`src/sv/escape_sequence_decoder_assert.svh`:
```
// Assertion macros shared by the decoder modules.
`ifndef ESCAPE_SEQUENCE_DECODER_ASSERT_SVH
`define ESCAPE_SEQUENCE_DECODER_ASSERT_SVH

`ifndef NO_ASSERTIONS

`define ESD_ASSERT_NOW(lbl, ante, cons, msg) \
  lbl: assert property (@(posedge clk) disable iff (!rst_n) (ante) |-> (cons)) \
    else $error(msg);

`define ESD_ASSERT_NEXT(lbl, ante, cons, msg) \
  lbl: assert property (@(posedge clk) disable iff (!rst_n) (ante) |=> (cons)) \
    else $error(msg);

`else

`define ESD_ASSERT_NOW(lbl, ante, cons, msg)

`define ESD_ASSERT_NEXT(lbl, ante, cons, msg)

`endif

`endif

```
`src/sv/esd_pkg.sv`:
```
`default_nettype none

package esd_pkg;

  localparam int unsigned OUT_DEPTH = 4;
  localparam logic [7:0] WAIT_CODE_RESET = 8'd96;

  typedef struct packed {
    logic       is_end;
    logic [7:0] data_byte;
  } result_t;

  typedef struct packed {
    logic [1:0]       cnt;
    result_t [1:0]    res;
  } push_t;

endpackage

`default_nettype wire

```
`src/sv/esd_decode.sv`:
```
`default_nettype none

`include "escape_sequence_decoder_assert.svh"

module esd_decode (
  input  wire logic            clk,
  input  wire logic            rst_n,
  input  wire logic            acc,
  input  wire logic [7:0]      in_char,
  input  wire logic            last,
  input  wire logic            cfg_wr_en,
  input  wire logic [7:0]      cfg_wr_data,
  output esd_pkg::push_t       push
);
  import esd_pkg::*;

  typedef enum logic [2:0] {
    MODE_NORMAL = 3'd0,
    MODE_ESC    = 3'd1,
    MODE_CARET  = 3'd2,
    MODE_HEX1   = 3'd3,
    MODE_HEX2   = 3'd4,
    MODE_OCT1   = 3'd5,
    MODE_OCT2   = 3'd6
  } mode_t;

  localparam logic [7:0] CH_BSL   = 8'h5C;
  localparam logic [7:0] CH_CARET = 8'h5E;
  localparam logic [7:0] CH_X     = 8'h78;
  localparam logic [7:0] CH_W     = 8'h77;
  localparam logic [7:0] CH_S     = 8'h73;
  localparam logic [7:0] CH_E     = 8'h65;
  localparam logic [7:0] CH_B     = 8'h62;
  localparam logic [7:0] CH_N     = 8'h6E;
  localparam logic [7:0] CH_R     = 8'h72;
  localparam logic [7:0] CH_T     = 8'h74;
  localparam logic [7:0] CH_0     = 8'h30;
  localparam logic [7:0] CH_1     = 8'h31;
  localparam logic [7:0] CH_2     = 8'h32;
  localparam logic [7:0] CH_3     = 8'h33;
  localparam logic [7:0] CH_9     = 8'h39;
  localparam logic [7:0] CH_LA    = 8'h61;
  localparam logic [7:0] CH_LZ    = 8'h7A;
  localparam logic [7:0] CH_UA    = 8'h41;
  localparam logic [7:0] CH_UZ    = 8'h5A;

  localparam logic [7:0] BYTE_BSL   = 8'd92;
  localparam logic [7:0] BYTE_CARET = 8'd94;
  localparam logic [7:0] BYTE_SPACE = 8'd32;
  localparam logic [7:0] BYTE_ESC   = 8'd27;
  localparam logic [7:0] BYTE_BS    = 8'd8;
  localparam logic [7:0] BYTE_LF    = 8'd10;
  localparam logic [7:0] BYTE_CR    = 8'd13;
  localparam logic [7:0] BYTE_TAB   = 8'd9;
  localparam logic [7:0] CARET_MASK = 8'o037;

  function automatic logic [5:0] hex_val(input logic [7:0] c);
    logic [7:0] t;
    t = 8'd0;
    if (c >= CH_0 && c <= CH_9) begin
      t = c - CH_0;
    end else if (c >= CH_LA && c <= CH_LZ) begin
      t = c - CH_LA + 8'd10;
    end else if (c >= CH_UA && c <= CH_UZ) begin
      t = c - CH_UA + 8'd10;
    end
    return t[5:0];
  endfunction

  function automatic logic [3:0] oct_val(input logic [7:0] c);
    logic [7:0] t;
    t = 8'd0;
    if (c >= CH_0 && c <= CH_9) begin
      t = c - CH_0;
    end
    return t[3:0];
  endfunction

  mode_t      mode_r, mode_nxt, mode_mid;
  logic [7:0] partial_r, partial_nxt, partial_mid;
  logic [7:0] wait_code_r;
  logic       main_v;
  logic [7:0] main_b;
  logic       numeric;
  logic [5:0] hv;
  logic [3:0] ov;

  assign hv = hex_val(in_char);
  assign ov = oct_val(in_char);

  always_comb begin
    mode_mid    = MODE_NORMAL;
    partial_mid = partial_r;
    main_v      = 1'b0;
    main_b      = in_char;
    unique case (mode_r)
      MODE_ESC: begin
        unique case (in_char)
          CH_X: begin
            partial_mid = 8'd0;
            mode_mid    = MODE_HEX1;
          end
          CH_W: begin
            main_v = 1'b1;
            main_b = wait_code_r;
          end
          CH_BSL: begin
            main_v = 1'b1;
            main_b = BYTE_BSL;
          end
          CH_CARET: begin
            main_v = 1'b1;
            main_b = BYTE_CARET;
          end
          CH_S: begin
            main_v = 1'b1;
            main_b = BYTE_SPACE;
          end
          CH_E: begin
            main_v = 1'b1;
            main_b = BYTE_ESC;
          end
          CH_B: begin
            main_v = 1'b1;
            main_b = BYTE_BS;
          end
          CH_N: begin
            main_v = 1'b1;
            main_b = BYTE_LF;
          end
          CH_R: begin
            main_v = 1'b1;
            main_b = BYTE_CR;
          end
          CH_T: begin
            main_v = 1'b1;
            main_b = BYTE_TAB;
          end
          CH_0, CH_1, CH_2, CH_3: begin
            partial_mid = {in_char[1:0], 6'd0};
            mode_mid    = MODE_OCT1;
          end
          default: begin
          end
        endcase
      end
      MODE_CARET: begin
        main_v = 1'b1;
        main_b = in_char & CARET_MASK;
      end
      MODE_HEX1: begin
        partial_mid = {hv[3:0], 4'd0};
        mode_mid    = MODE_HEX2;
      end
      MODE_HEX2: begin
        main_v      = 1'b1;
        main_b      = partial_r + {2'd0, hv};
        partial_mid = 8'd0;
      end
      MODE_OCT1: begin
        partial_mid = partial_r + {1'b0, ov, 3'd0};
        mode_mid    = MODE_OCT2;
      end
      MODE_OCT2: begin
        main_v      = 1'b1;
        main_b      = partial_r + {4'd0, ov};
        partial_mid = 8'd0;
      end
      default: begin
        if (in_char == CH_BSL) begin
          mode_mid = MODE_ESC;
        end else if (in_char == CH_CARET) begin
          mode_mid = MODE_CARET;
        end else begin
          main_v = 1'b1;
        end
      end
    endcase
  end

  assign numeric = (mode_mid == MODE_HEX1) || (mode_mid == MODE_HEX2) ||
                   (mode_mid == MODE_OCT1) || (mode_mid == MODE_OCT2);

  always_comb begin
    push.cnt              = 2'd0;
    push.res[0].is_end    = 1'b0;
    push.res[0].data_byte = main_b;
    push.res[1].is_end    = 1'b1;
    push.res[1].data_byte = 8'd0;
    mode_nxt              = mode_mid;
    partial_nxt           = partial_mid;
    if (last) begin
      mode_nxt    = MODE_NORMAL;
      partial_nxt = 8'd0;
    end
    if (acc) begin
      priority if (main_v) begin
        push.cnt = last ? 2'd2 : 2'd1;
      end else if (last && numeric) begin
        push.cnt              = 2'd2;
        push.res[0].data_byte = partial_mid;
      end else if (last) begin
        push.cnt              = 2'd1;
        push.res[0].is_end    = 1'b1;
        push.res[0].data_byte = 8'd0;
      end else begin
        push.cnt = 2'd0;
      end
    end
  end

  always_ff @(posedge clk) begin
    if (!rst_n) begin
      mode_r      <= MODE_NORMAL;
      partial_r   <= 8'd0;
      wait_code_r <= WAIT_CODE_RESET;
    end else begin
      if (acc) begin
        mode_r    <= mode_nxt;
        partial_r <= partial_nxt;
      end
      if (cfg_wr_en) begin
        wait_code_r <= cfg_wr_data;
      end
    end
  end

  `ESD_ASSERT_NEXT(a_last_clears, acc && last, mode_r == MODE_NORMAL && partial_r == 8'd0, "state not cleared after last word")
  `ESD_ASSERT_NOW(a_second_is_end, push.cnt == 2'd2, push.res[1].is_end && !push.res[0].is_end, "second result is not the terminator")
  `ESD_ASSERT_NEXT(a_hex_step, acc && !last && mode_r == MODE_HEX1, mode_r == MODE_HEX2, "first hex digit not followed by second")

endmodule

`default_nettype wire

```
`src/sv/esd_out_fifo.sv`:
```
`default_nettype none

`include "escape_sequence_decoder_assert.svh"

module esd_out_fifo #(
  parameter int unsigned Depth = esd_pkg::OUT_DEPTH
) (
  input  wire logic            clk,
  input  wire logic            rst_n,
  input  wire esd_pkg::push_t  push,
  output logic                 space,
  output logic                 out_tvalid,
  input  wire logic            out_tready,
  output logic [7:0]           out_tdata,
  output logic                 out_tlast
);
  import esd_pkg::*;

  localparam int unsigned PTR_W = $clog2(Depth);
  localparam int unsigned CNT_W = $clog2(Depth + 1);
  localparam logic [CNT_W-1:0] SPACE_LIM = CNT_W'(Depth - 2);

  result_t           mem [Depth];
  logic [PTR_W-1:0]  wr_ptr_r, wr_ptr_nxt, rd_ptr_r, rd_ptr_nxt;
  logic [PTR_W-1:0]  wr_ptr_p1;
  logic [CNT_W-1:0]  count_r, count_nxt;
  logic              pop;

  assign space      = count_r <= SPACE_LIM;
  assign out_tvalid = count_r != '0;
  assign out_tdata  = mem[rd_ptr_r].data_byte;
  assign out_tlast  = mem[rd_ptr_r].is_end;
  assign pop        = out_tvalid && out_tready;
  assign wr_ptr_p1  = wr_ptr_r + PTR_W'(1);

  always_comb begin
    wr_ptr_nxt = wr_ptr_r + PTR_W'(push.cnt);
    rd_ptr_nxt = rd_ptr_r + PTR_W'(pop);
    count_nxt  = count_r + CNT_W'(push.cnt) - CNT_W'(pop);
  end

  always_ff @(posedge clk) begin
    if (push.cnt != 2'd0) begin
      mem[wr_ptr_r] <= push.res[0];
    end
    if (push.cnt == 2'd2) begin
      mem[wr_ptr_p1] <= push.res[1];
    end
  end

  always_ff @(posedge clk) begin
    if (!rst_n) begin
      wr_ptr_r <= '0;
      rd_ptr_r <= '0;
      count_r  <= '0;
    end else begin
      wr_ptr_r <= wr_ptr_nxt;
      rd_ptr_r <= rd_ptr_nxt;
      count_r  <= count_nxt;
    end
  end

  `ESD_ASSERT_NOW(a_no_overflow, 1'b1, count_r <= CNT_W'(Depth), "output queue overflow")
  `ESD_ASSERT_NOW(a_push_room, push.cnt != 2'd0, count_r <= SPACE_LIM, "push without room for two words")
  `ESD_ASSERT_NEXT(a_idle_count, push.cnt == 2'd0 && !pop, $stable(count_r), "count moved without push or pop")

endmodule

`default_nettype wire

```
`src/sv/escape_sequence_decoder.sv`:
```
`default_nettype none

// Result words are registered in the output queue and offered from its head.
// Throughput: one input word per cycle while the output queue has room for two
// words; a word that yields a byte plus the terminator pushes two words, so a
// run of such words stalls the input down to the output rate.
// Reset (rst_n low, synchronous): decoder returns to plain text, partial byte 0,
// wait code 96, output queue empty.
module escape_sequence_decoder #(
  parameter int unsigned OutDepth = esd_pkg::OUT_DEPTH
) (
  input  wire logic        clk,
  input  wire logic        rst_n,
  input  wire logic        in_tvalid,
  output logic             in_tready,
  input  wire logic [7:0]  in_tdata,    // [7:0] in_char
  input  wire logic        in_tlast,
  output logic             out_tvalid,
  input  wire logic        out_tready,
  output logic [7:0]       out_tdata,   // [7:0] out_byte
  output logic             out_tlast,
  input  wire logic        cfg_wr_en,
  input  wire logic [7:0]  cfg_wr_data
);
  import esd_pkg::*;

  push_t push;
  logic  space;
  logic  acc;

  assign in_tready = space;
  assign acc       = in_tvalid && space;

  esd_decode u_decode (
    .clk         (clk),
    .rst_n       (rst_n),
    .acc         (acc),
    .in_char     (in_tdata),
    .last        (in_tlast),
    .cfg_wr_en   (cfg_wr_en),
    .cfg_wr_data (cfg_wr_data),
    .push        (push)
  );

  esd_out_fifo #(
    .Depth (OutDepth)
  ) u_out_fifo (
    .clk        (clk),
    .rst_n      (rst_n),
    .push       (push),
    .space      (space),
    .out_tvalid (out_tvalid),
    .out_tready (out_tready),
    .out_tdata  (out_tdata),
    .out_tlast  (out_tlast)
  );

endmodule

`default_nettype wire
```
`config.mk`:
```
export PLATFORM = sky130hd
export DESIGN_NAME = escape_sequence_decoder
export DESIGN_NICKNAME = d
export VERILOG_FILES = /design/src/sv/esd_pkg.sv /design/src/sv/esd_decode.sv /design/src/sv/esd_out_fifo.sv /design/src/sv/escape_sequence_decoder.sv
export VERILOG_INCLUDE_DIRS = /design/src /design/src/sv
export SDC_FILE = /design/constraint.sdc
export NUM_CORES = 1
export LEC_CHECK = 0
export CAP_MARGIN = 30
export CORE_ASPECT_RATIO = 1.4
export CORE_MARGIN = 2
export CORE_UTILIZATION = 60
export CTS_BUF_LIST = sky130_fd_sc_hd__clkbuf_4 sky130_fd_sc_hd__clkbuf_8 sky130_fd_sc_hd__clkbuf_16
export CTS_CLUSTER_DIAMETER = 100
export CTS_CLUSTER_SIZE = 28
export DETAILED_ROUTE_END_ITERATION = 10
export DONT_BUFFER_PORTS = 1
export PLACE_DENSITY = 0.86
export SETUP_SLACK_MARGIN = 0.15
export SLEW_MARGIN = 25
export SYNTH_ARGS = -nofsm -noshare
export SYNTH_HDL_FRONTEND = slang
export SYNTH_SLANG_ARGS = --single-unit
```
`constraint.sdc`:
```
create_clock -name clk -period 5.9 [get_ports clk]
set_input_delay 1.18 -clock clk [delete_from_list [all_inputs] [get_ports clk]]
set_output_delay 1.18 -clock clk [all_outputs]
set_load 0.1 [all_outputs]
```
==> results of run 1 <==
[cell families (layout without fill, tap and decap cells)]
family / count (synthesis) / after routing
and+or+nand+nor: 187 / 187
muxes: 24 / 24
AOI/OAI and AO/OA: 207 / 207
buffers and inverters: 67 / 48
DFF: 62 / 62
xor gates and xnor gates: 9 / 9
adders and majority gates: 28 / 28
[how the worst max path moves through the flow]
| stage | to | slack, ns | cells after the start |
|---|---|---|---|
| floorplan | u_out_fifo.mem[0][5] | 1.06 | 16 |
| global placement | u_out_fifo.mem[1][3] | 0.61 | 15 |
| detailed placement | u_out_fifo.mem[0][3] | 0.54 | 15 |
| CTS | u_out_fifo.mem[0][3] | 0.90 | 15 |
| global route | u_out_fifo.mem[1][3] | 0.51 | 15 |
| finish | u_out_fifo.mem[0][3] | 0.74 | 15 |
[worst reg2reg max path, stage by stage, from the launching register on]
cell and delay [ns]:
dfxtp_1 0.77, nor2b_1 0.89, a21oi_1 0.20, a21oi_1 0.32, inv_1 0.08, ha_1 0.28
and3_1 0.20, or3_1 0.35, a21oi_1 0.22, o22ai_1 0.14, mux2i_1 0.43, a21oi_1 0.16
[flip-flops by register name, summed over array words and instances, names as in the netlist]
signal / cells
u_out_fifo.rd_ptr_r: 2
u_decode.partial_r: 8
u_decode.mode_r: 3
u_out_fifo.wr_ptr_r: 2
u_decode.wait_code_r: 8
u_out_fifo.count_r: 3
u_out_fifo.mem: 36
[cell usage after synthesis (9+ instances only)]
| master | number | area (um^2) |
|---|---|---|
| a31oi_1 | 9 | 56.3 |
| mux4_2 | 9 | 203 |
| nor2b_1 | 13 | 81.3 |
| dfxtp_1 | 62 | 1240 |
| nor2_1 | 38 | 143 |
| a21oi_1 | 49 | 245 |
| a21boi_0 | 10 | 75.1 |
| o22ai_1 | 25 | 156 |
| clkbuf_1 | 36 | 135 |
| ha_1 | 25 | 313 |
| and2_1 | 17 | 106 |
| inv_1 | 26 | 97.6 |
| a211oi_1 | 12 | 90.1 |
| mux2i_1 | 12 | 120 |
| nand2_1 | 43 | 161 |
| o21ai_0 | 29 | 145 |
[layout make-up]
| cell class | instances | area (um^2) | area share (%) |
|---|---|---|---|
| Timing Repair Buffer | 6 | 45.0 | 0.899 |
| Multi-Input combinational cell | 455 | 3300 | 65.8 |
| Clock buffer | 11 | 145 | 2.90 |
| Tap cell | 100 | 125 | 2.50 |
| Sequential cell | 62 | 1240 | 24.8 |
| Inverter | 26 | 97.6 | 1.95 |
| Clock inverter | 5 | 58.8 | 1.17 |
[routing by layer]
layer	vias up	wire, um	track usage [%]
li1	2174	-	-
met2	238	7420	61.6
met4	0	738	18.3
met5	-	0	0
met1	2282	5500	38.7
met3	59	858	6.32
[report_power, final]
group,total (mW),switching (mW),internal (mW),leakage [nW]
sequential,0.646,0.0981,0.547,0.513
combinational,0.894,0.651,0.243,1.28
clock,0.385,0.174,0.211,0.0990
[metrics by stage]
stage / area (um^2) / total power [mW] / cells / hold WS [ns] / worst slack (ns)
final: 5010 / 1.92 / 665 / 0.474 / 0.744
after global routing: 5010 / 2.00 / 665 / 0.492 / 0.509
after CTS: 5010 / 1.92 / 665 / 0.476 / 0.897
after detailed placement: 4810 / 1.54 / 649 / 0.459 / 0.537
after global placement: 4810 / 1.50 / 649 / 0.446 / 0.607
after floorplan: 4780 / 1.42 / 584 / 0.427 / 1.06
==> impl_metrics.toml, run 1 <==
[outcome]
status = "completed"

[layout]
final_common_cell = "dfxtp_1"
drive_gt1_share_pct = 9.20
fillers = 632
utilization_pct = 64.6
layout_common_cells = "dfxtp_1 (62), a21oi_1 (48), nand2_1 (43)"
final_nets = 610
n_antenna_cell = 0
area.growth.synth_to_final_pct = 4.87

[min_path]
min_from = "u_decode.wait_code_r[6]"
holdPathEnd = "u_decode.wait_code_r[6]"
hold_path_class = "register to register"
whs_path_depth = 2

[setup_path]
regToRegEndpoint = "u_out_fifo.mem[0][3]"
critPathSlowestCell = "or4b_2"
arrival_ns = 5.37
cp_cell_sequence = "inv_1 > ha_1 > or4b_2 > a31oi_1 > a2bb2oi_1 > a21oi_1 > a21oi_1 > inv_1 > ha_1 > and3_1 > or3_1 > a21oi_1 > o22ai_1 > mux2i_1 > a21oi_1"
reg2reg_depth = 11
cp_top_family = "compound AO/OA/AOI/OAI gates"
start_kind = "primary input"
crit_top_cell = "a21oi_1"
end_kind = "register"
cp_slowest_stage_delay_ns = 0.65
cp_max_fo = 11
path_buf_inv = 2
reg2reg_from = "u_decode.mode_r[2]"
path_class = "primary input to register"
crit_required_ns = 6.12
crit_path_start = "in_tdata[0]"
r2r_slack_ns = 1.73

[clock_tree]
clockBufferDepth = 2
cts_resized = 0
clk_latency_ns = 0.35
cts.htree.levels = 3
ctsHoldBuffers = 0
post_cts_buffers = 0
path_clk_slew_ns = 0.07
cts_root_buf = "clkbuf_8"
cts.sinks = 62
cts_buffers = 9
cts_tree = "done"

[sta]
worst_pin_slew_ns = 1.01
maxSlewViolCount = 0
setup_viol = 0
slew_headroom_pct = 32.2
finalCritPeriodShare_pct = 87.4
fmax_mhz = 194
fin_skew_ns = 0.00984
fin_crit_ns = 5.16
final.setup.tns_ns = 0
hold_violations = 0
rsz0062_at_grt = "false"

[floorplanning]
start_util_pct = 61.6
num_rows = 38
fp.coreArea_um2 = 7750
die_area_um2 = 8700
die_w_um = 79.4
pin_count = 33
dieHeight_um = 110

[synthesis]
synth_top_family_by_area = "compound AO/OA/AOI/OAI gates"
yosys.area_share.xor_xnor_pct = 1.65
ys_ff_latch = 62
muxShareOfSynthArea_pct = 7.46
synth_edf_count = 0
syn_area_per_cell_um2 = 8.18
yosysWarnings = 0
synth_cell_types = 79
syn-cell-area_um2 = 4780
synth_compound_area_share_pct = 29.2
async_flop_share_pct = 0
synth_fp_nets = 634
synth_cells = 584
ys.flop_type = "dfxtp_1"
seq_area_frac_synth_pct = 26.0
synthAdderAreaFrac_pct = 7.81
synth_simple_gate_area_share_pct = 22.5

[power]
vdd_ir_drop_max_v = 0.000397
power.density_nw_per_um2 = 384
p_leak_nw = 1.89

[placed_design]
place_congestion = 0.982
port_buffers = 0
hpwlAfterDp_mm = 10.8

[route]
wl_per_cell_um = 21.8
vias_per_cell = 7.15
first_pass_iters = 5
drcViolationCount = 0
ant_nets = 0
drt-total-wl_mm = 14.5
vias = 4753
drt_iter0_drc = 390

[global_route]
antenna_found_initial = 0
grt_use_total_pct = 34.5
grt_max_degree = 33
grt_pass1_wl_mm = 23.4
gr-total-overflow = 0
grt_pass1_vias = 4611

[flow_run]
drv_cap = 0
Power figures use the tool's default switching activity.
==> run 2: changes to the inputs <==
CORE_UTILIZATION = 50   (was 60)
PLACE_DENSITY = 0.75   (was 0.86)
==> run 2 against run 1 <==
Net effect: maximum frequency decreased by 0.99%; total power increased by 6.8%; routed wire length decreased by 0.54%; largest cell class unchanged; global-route usage decreased by 5.9 points; sequential share of layout area decreased by 0.56 points; critical path type unchanged; highest routed layer unchanged; core utilization decreased by 9.8 points; worst hold slack got worse by 0.016 ns; cell area increased by 2.3%; flip-flop and latch count unchanged; critical endpoint is now u_out_fifo.mem[1][3]; combinational power decreased by 1%; non-clock buffer count increased by 1; count of clock-buffer cells in the layout decreased by 1.
==> impl_metrics.toml, run 2 (synthesized netlist as in run 1, its figures left out) <==
[outcome]
status = "completed"

[power]
power.density_nw_per_um2 = 401
vdd_ir_drop_max_v = 0.000155
p_leak_nw = 1.94
p_seq_share_pct = 31.3
power.switching_mw = 0.931
internal-power_mw = 1.13
comb_power_share_pct = 42.9
swShare_pct = 45.3
clock_power_share_pct = 25.8

[layout]
top_regs = "u_out_fifo.mem x36, u_decode.partial_r x8, u_decode.wait_code_r x8"
final_nets = 611
final_common_cell = "dfxtp_1"
area.growth.synth_to_final_pct = 7.31
largest_register = "u_out_fifo.mem"
seq_area_um2 = 1240
n_antenna_cell = 0
drive_gt1_share_pct = 9.36
fillers = 895
largest_register_ffs = 36
layout_common_cells = "dfxtp_1 (62), a21oi_1 (48), nand2_1 (43)"
multi_input_area_um2 = 3300
finalNonFillerCells = 676

[setup_path]
cp_slowest_stage_delay_ns = 0.64
end_kind = "register"
arrival_ns = 5.37
critPathSlowestCell = "or4b_2"
crit_top_cell = "a21oi_1"
crit_required_ns = 6.06
cp_cell_sequence = "inv_1 > ha_1 > or4b_2 > a31oi_1 > a2bb2oi_1 > a21oi_1 > a21oi_1 > inv_1 > ha_1 > and3_1 > or3_1 > a21oi_1 > o22ai_1 > mux2i_1 > a211oi_1"
path_class = "primary input to register"
path_buf_inv = 2
cp_max_fo = 11
start_kind = "primary input"
cp_top_family = "compound AO/OA/AOI/OAI gates"

[floorplanning]
num_rows = 42
dieHeight_um = 120
start_util_pct = 51.1
pin_count = 33
fp.coreArea_um2 = 9350
die_area_um2 = 10400
die_w_um = 86.6

[route]
first_pass_iters = 5
drcViolationCount = 0
wl_per_cell_um = 21.4
vias = 4596
vias_per_cell = 6.80
drt_iter0_drc = 261
drt-total-wl_mm = 14.4
ant_nets = 0

[sta]
worst_pin_slew_ns = 0.933
slew_headroom_pct = 37.8
finalCritPeriodShare_pct = 88.3
rsz0062_at_grt = "false"
setup_viol = 0
fmax_mhz = 192
fin_skew_ns = 0.00558
final.setup.tns_ns = 0
fin_crit_ns = 5.21
maxSlewViolCount = 0
hold_violations = 0

[min_path]
hold_path_class = "register to register"

[clock_tree]
clockBufferDepth = 2
post_cts_buffers = 0
clk_latency_ns = 0.33
cts_root_buf = "clkbuf_16"
ctsHoldBuffers = 0
path_clk_slew_ns = 0.05
cts_resized = 0
cts.sinks = 62
cts_tree = "done"
cts.htree.levels = 3
cts_buffers = 9

[flow_run]
drv_cap = 0

[global_route]
grt_pass1_vias = 4519
grt_pass1_wl_mm = 23.3
antenna_found_initial = 0
gr-total-overflow = 0
grt_max_degree = 33
grt_use_total_pct = 28.5

[placed_design]
place_congestion = 0.976
port_buffers = 0
dp_cells = 660
hpwlAfterDp_mm = 10.8
==> run 2: worst paths after layout <==
kind	start	endpoint	slack, ns	depth (start not counted)
max	in_tdata[0]	u_out_fifo.mem[1][3]	0.69	15
min	u_out_fifo.mem[1][8]	u_out_fifo.mem[1][8]	0.46	1
max reg2reg	u_decode.mode_r[2]	u_out_fifo.mem[1][3]	2.03	12
min reg2reg	u_out_fifo.mem[1][8]	u_out_fifo.mem[1][8]	0.46	1
==> run 2: area by class of cell <==
| cell class | count | area share (%) |
|---|---|---|
| Multi-Input combinational cell | 455 | 64.3 |
| Clock buffer | 10 | 4.66 |
| Timing Repair Buffer | 7 | 1.03 |
| Sequential cell | 62 | 24.2 |
| Clock inverter | 6 | 1.20 |
| Inverter | 26 | 1.90 |
| Tap cell | 110 | 2.68 |
==> run 2: worst reg2reg max path: stages, from the launching register on <==
cell	delay [ns]
dfxtp_1	0.74
nor2b_1	0.39
buf_4	0.24
a21oi_1	0.10
a21oi_1	0.31
inv_1	0.08
ha_1	0.29
and3_1	0.21
or3_1	0.35
a21oi_1	0.25
o22ai_1	0.16
mux2i_1	0.43
a211oi_1	0.16
==> run 2: metrics by stage <==
stage	total power [mW]	utilization, %	setup WS (ns)	area [um^2]	hold WS [ns]
2_1_floorplan	1.42	-	1.06	4780	0.427
3_3_place_gp	1.50	51.6	0.660	4830	0.444
3_5_place_dp	1.53	51.6	0.438	4830	0.446
4_1_cts	2.06	54.8	0.759	5130	0.459
5_1_grt	2.15	54.8	0.400	5130	0.471
6_report	2.06	54.8	0.692	5130	0.457
==> run 2: per-layer routing <==
metal | part of all wire (%) | global-route usage [%] | wire length (um) | vias to the layer above
li1 | - | - | - | 2171
met1 | 40 | 32.5 | 5740 | 2210
met2 | 50 | 48.5 | 7160 | 164
met3 | 5.3 | 6.05 | 763 | 51
met4 | 5.3 | 16.2 | 772 | 0
met5 | 0 | 0 | 0 | -
==> run 2: power groups by stage <==
stage / Clock, mW / Combinational (mW) / Sequential, mW
3_5_place_dp: 0 / 0.878 / 0.650
4_1_cts: 0.536 / 0.883 / 0.642
5_1_grt: 0.556 / 0.935 / 0.659
6_report: 0.531 / 0.882 / 0.643
3_3_place_gp: 0 / 0.861 / 0.641
2_1_floorplan: 0 / 0.823 / 0.598
==> run 3: changes to the inputs <==
CORE_ASPECT_RATIO = default   (was 1.4)
clock period = 5.15 ns   (was 5.9 ns; I/O delays follow)
==> run 3 against run 2 <==
Net effect: sequential power increased by 14%; first-iteration DRC count increased by 41%; die area decreased by 0.11%; routed wire length decreased by 2.9%; clock power decreased by 6.6%; worst hold slack improved by 0.014 ns; via count increased by 1.6%; cell area decreased by 0.34%; non-clock buffer count increased by 4; final cell count increased by 3.4%; register-to-register slack got worse by 0.45 ns.
==> impl_metrics.toml, run 3 (synthesized netlist as in run 1, its figures left out) <==
[route]
wl_per_cell_um = 20.0
vias = 4669
vias_per_cell = 6.68
ant_nets = 0
drt_iter0_drc = 368
drcViolationCount = 0
first_pass_iters = 5
drt-total-wl_mm = 14.0

[sta]
finalCritPeriodShare_pct = 85.8
setup_viol = 0
worst_pin_slew_ns = 0.972
hold_violations = 0
final.setup.tns_ns = 0
fin_skew_ns = 0.00739
maxSlewViolCount = 0
slew_headroom_pct = 34.7
fin_hold_ws_ns = 0.472
rsz0062_at_grt = "false"
fin_ws_ns = 0.734
fmax_mhz = 226
fin_crit_ns = 4.42

[setup_path]
crit_required_ns = 5.33
path_class = "primary input to register"
cp_top_family = "simple AND/OR/NAND/NOR gates"
path_buf_inv = 2
cp_max_fo = 7
cp_cell_sequence = "inv_1 > ha_1 > or4b_2 > a31oi_1 > a2bb2oi_1 > buf_4 > nand2_1 > nand2_1 > a21oi_1 > ha_1 > and3_1 > or3_1 > a21oi_1 > o22ai_1 > mux2i_1 > a211oi_1"
critPathSlowestCell = "or4b_2"
cp_slowest_stage_delay_ns = 0.60
end_kind = "register"
arrival_ns = 4.60
start_kind = "primary input"

[clock_tree]
cts.sinks = 62
ctsHoldBuffers = 0
path_clk_slew_ns = 0.08
cts_resized = 0
clk_latency_ns = 0.35
cts.htree.levels = 3
post_cts_buffers = 0
cts_root_buf = "clkbuf_8"
clockBufferDepth = 2
cts_buffers = 9
cts_tree = "done"

[global_route]
grt_pass1_vias = 4420
antenna_found_initial = 0
grt_max_degree = 33
grt_use_total_pct = 28.4
grt_pass1_wl_mm = 23.0
gr-total-overflow = 0

[layout]
design_area_um2 = 5110
fillers = 889
multi_input_area_um2 = 3300
n_antenna_cell = 0
drive_gt1_share_pct = 10.0
final_nets = 615
layout_common_cells = "dfxtp_1 (62), a21oi_1 (48), nand2_1 (43)"
largest_register_ffs = 36
final_common_cell = "dfxtp_1"
top_regs = "u_out_fifo.mem x36, u_decode.partial_r x8, u_decode.wait_code_r x8"
seq_area_um2 = 1240
largest_register = "u_out_fifo.mem"
area.growth.synth_to_final_pct = 6.94

[power]
vdd_ir_drop_max_v = 0.000412
comb_power_share_pct = 45.2
p_seq_share_pct = 32.7
swShare_pct = 47.3
p_leak_nw = 1.93
total_power_mw = 2.25
power.switching_mw = 1.06
power.density_nw_per_um2 = 440
clock_power_share_pct = 22.1
internal-power_mw = 1.18

[floorplanning]
start_util_pct = 51.7
dieHeight_um = 102
fp.coreArea_um2 = 9240
num_rows = 35
die_area_um2 = 10400
die_w_um = 102
pin_count = 33

[placed_design]
port_buffers = 0
pre_cts_ws_ns = 0.445
dpl_cell_area_um2 = 4880
hpwlAfterDp_mm = 10.4
place_congestion = 0.984

[flow_run]
drv_cap = 0

[min_path]
hold_path_class = "register to register"

[outcome]
status = "completed"
==> run 3: changes by cell type in the layout (fill, tap and decap cells not counted) <==
cell | previous run | this run
inv_8 | 0 | 1
bufinv_16 | 1 | 2
clkbuf_8 | 1 | 9
inv_6 | 0 | 2
clkbuf_16 | 9 | 0
buf_4 | 7 | 11
clkinv_2 | 3 | 0
==> run 3: stage by stage <==
step,utilization (%),instances
after detailed placement,52.8,683
after global placement,52.8,683
final,55.3,699
after floorplan,-,584
after global routing,55.3,699
after CTS,55.3,699
==> run 3: area by class of cell <==
class,instances,area share [%]
Timing Repair Buffer,11,1.62
Tap cell,129,3.16
Clock buffer,9,2.42
Clock inverter,7,2.06
Multi-Input combinational cell,455,64.5
Sequential cell,62,24.3
Inverter,26,1.91
==> run 3: path summary, 6_finish.rpt <==
| check | start | endpoint | slack (ns) | cells after the start |
|---|---|---|---|---|
| worst max register to register | u_decode.mode_r[0] | u_out_fifo.mem[1][3] | 1.58 | 7 |
| worst min-delay path | u_out_fifo.mem[1][8] | u_out_fifo.mem[1][8] | 0.47 | 1 |
| worst max-delay path | in_tdata[0] | u_out_fifo.mem[1][3] | 0.73 | 16 |
| worst min register to register | u_out_fifo.mem[1][8] | u_out_fifo.mem[1][8] | 0.47 | 1 |
==> run 3: layer usage <==
metal	wire (um)	up-vias	GRT usage, %
met3	1210	42	7.04
met5	0	-	0
li1	-	2176	-
met4	429	0	9.88
met1	5840	2214	37.4
met2	6530	237	45.3
==> run 3: power by group through the flow <==
stage / Clock, mW / Combinational [mW] / Sequential, mW
2_1_floorplan: 0 / 0.943 / 0.686
3_3_place_gp: 0 / 0.989 / 0.736
3_5_place_dp: 0 / 1.01 / 0.746
4_1_cts: 0.503 / 1.02 / 0.734
5_1_grt: 0.524 / 1.08 / 0.752
6_report: 0.496 / 1.02 / 0.735
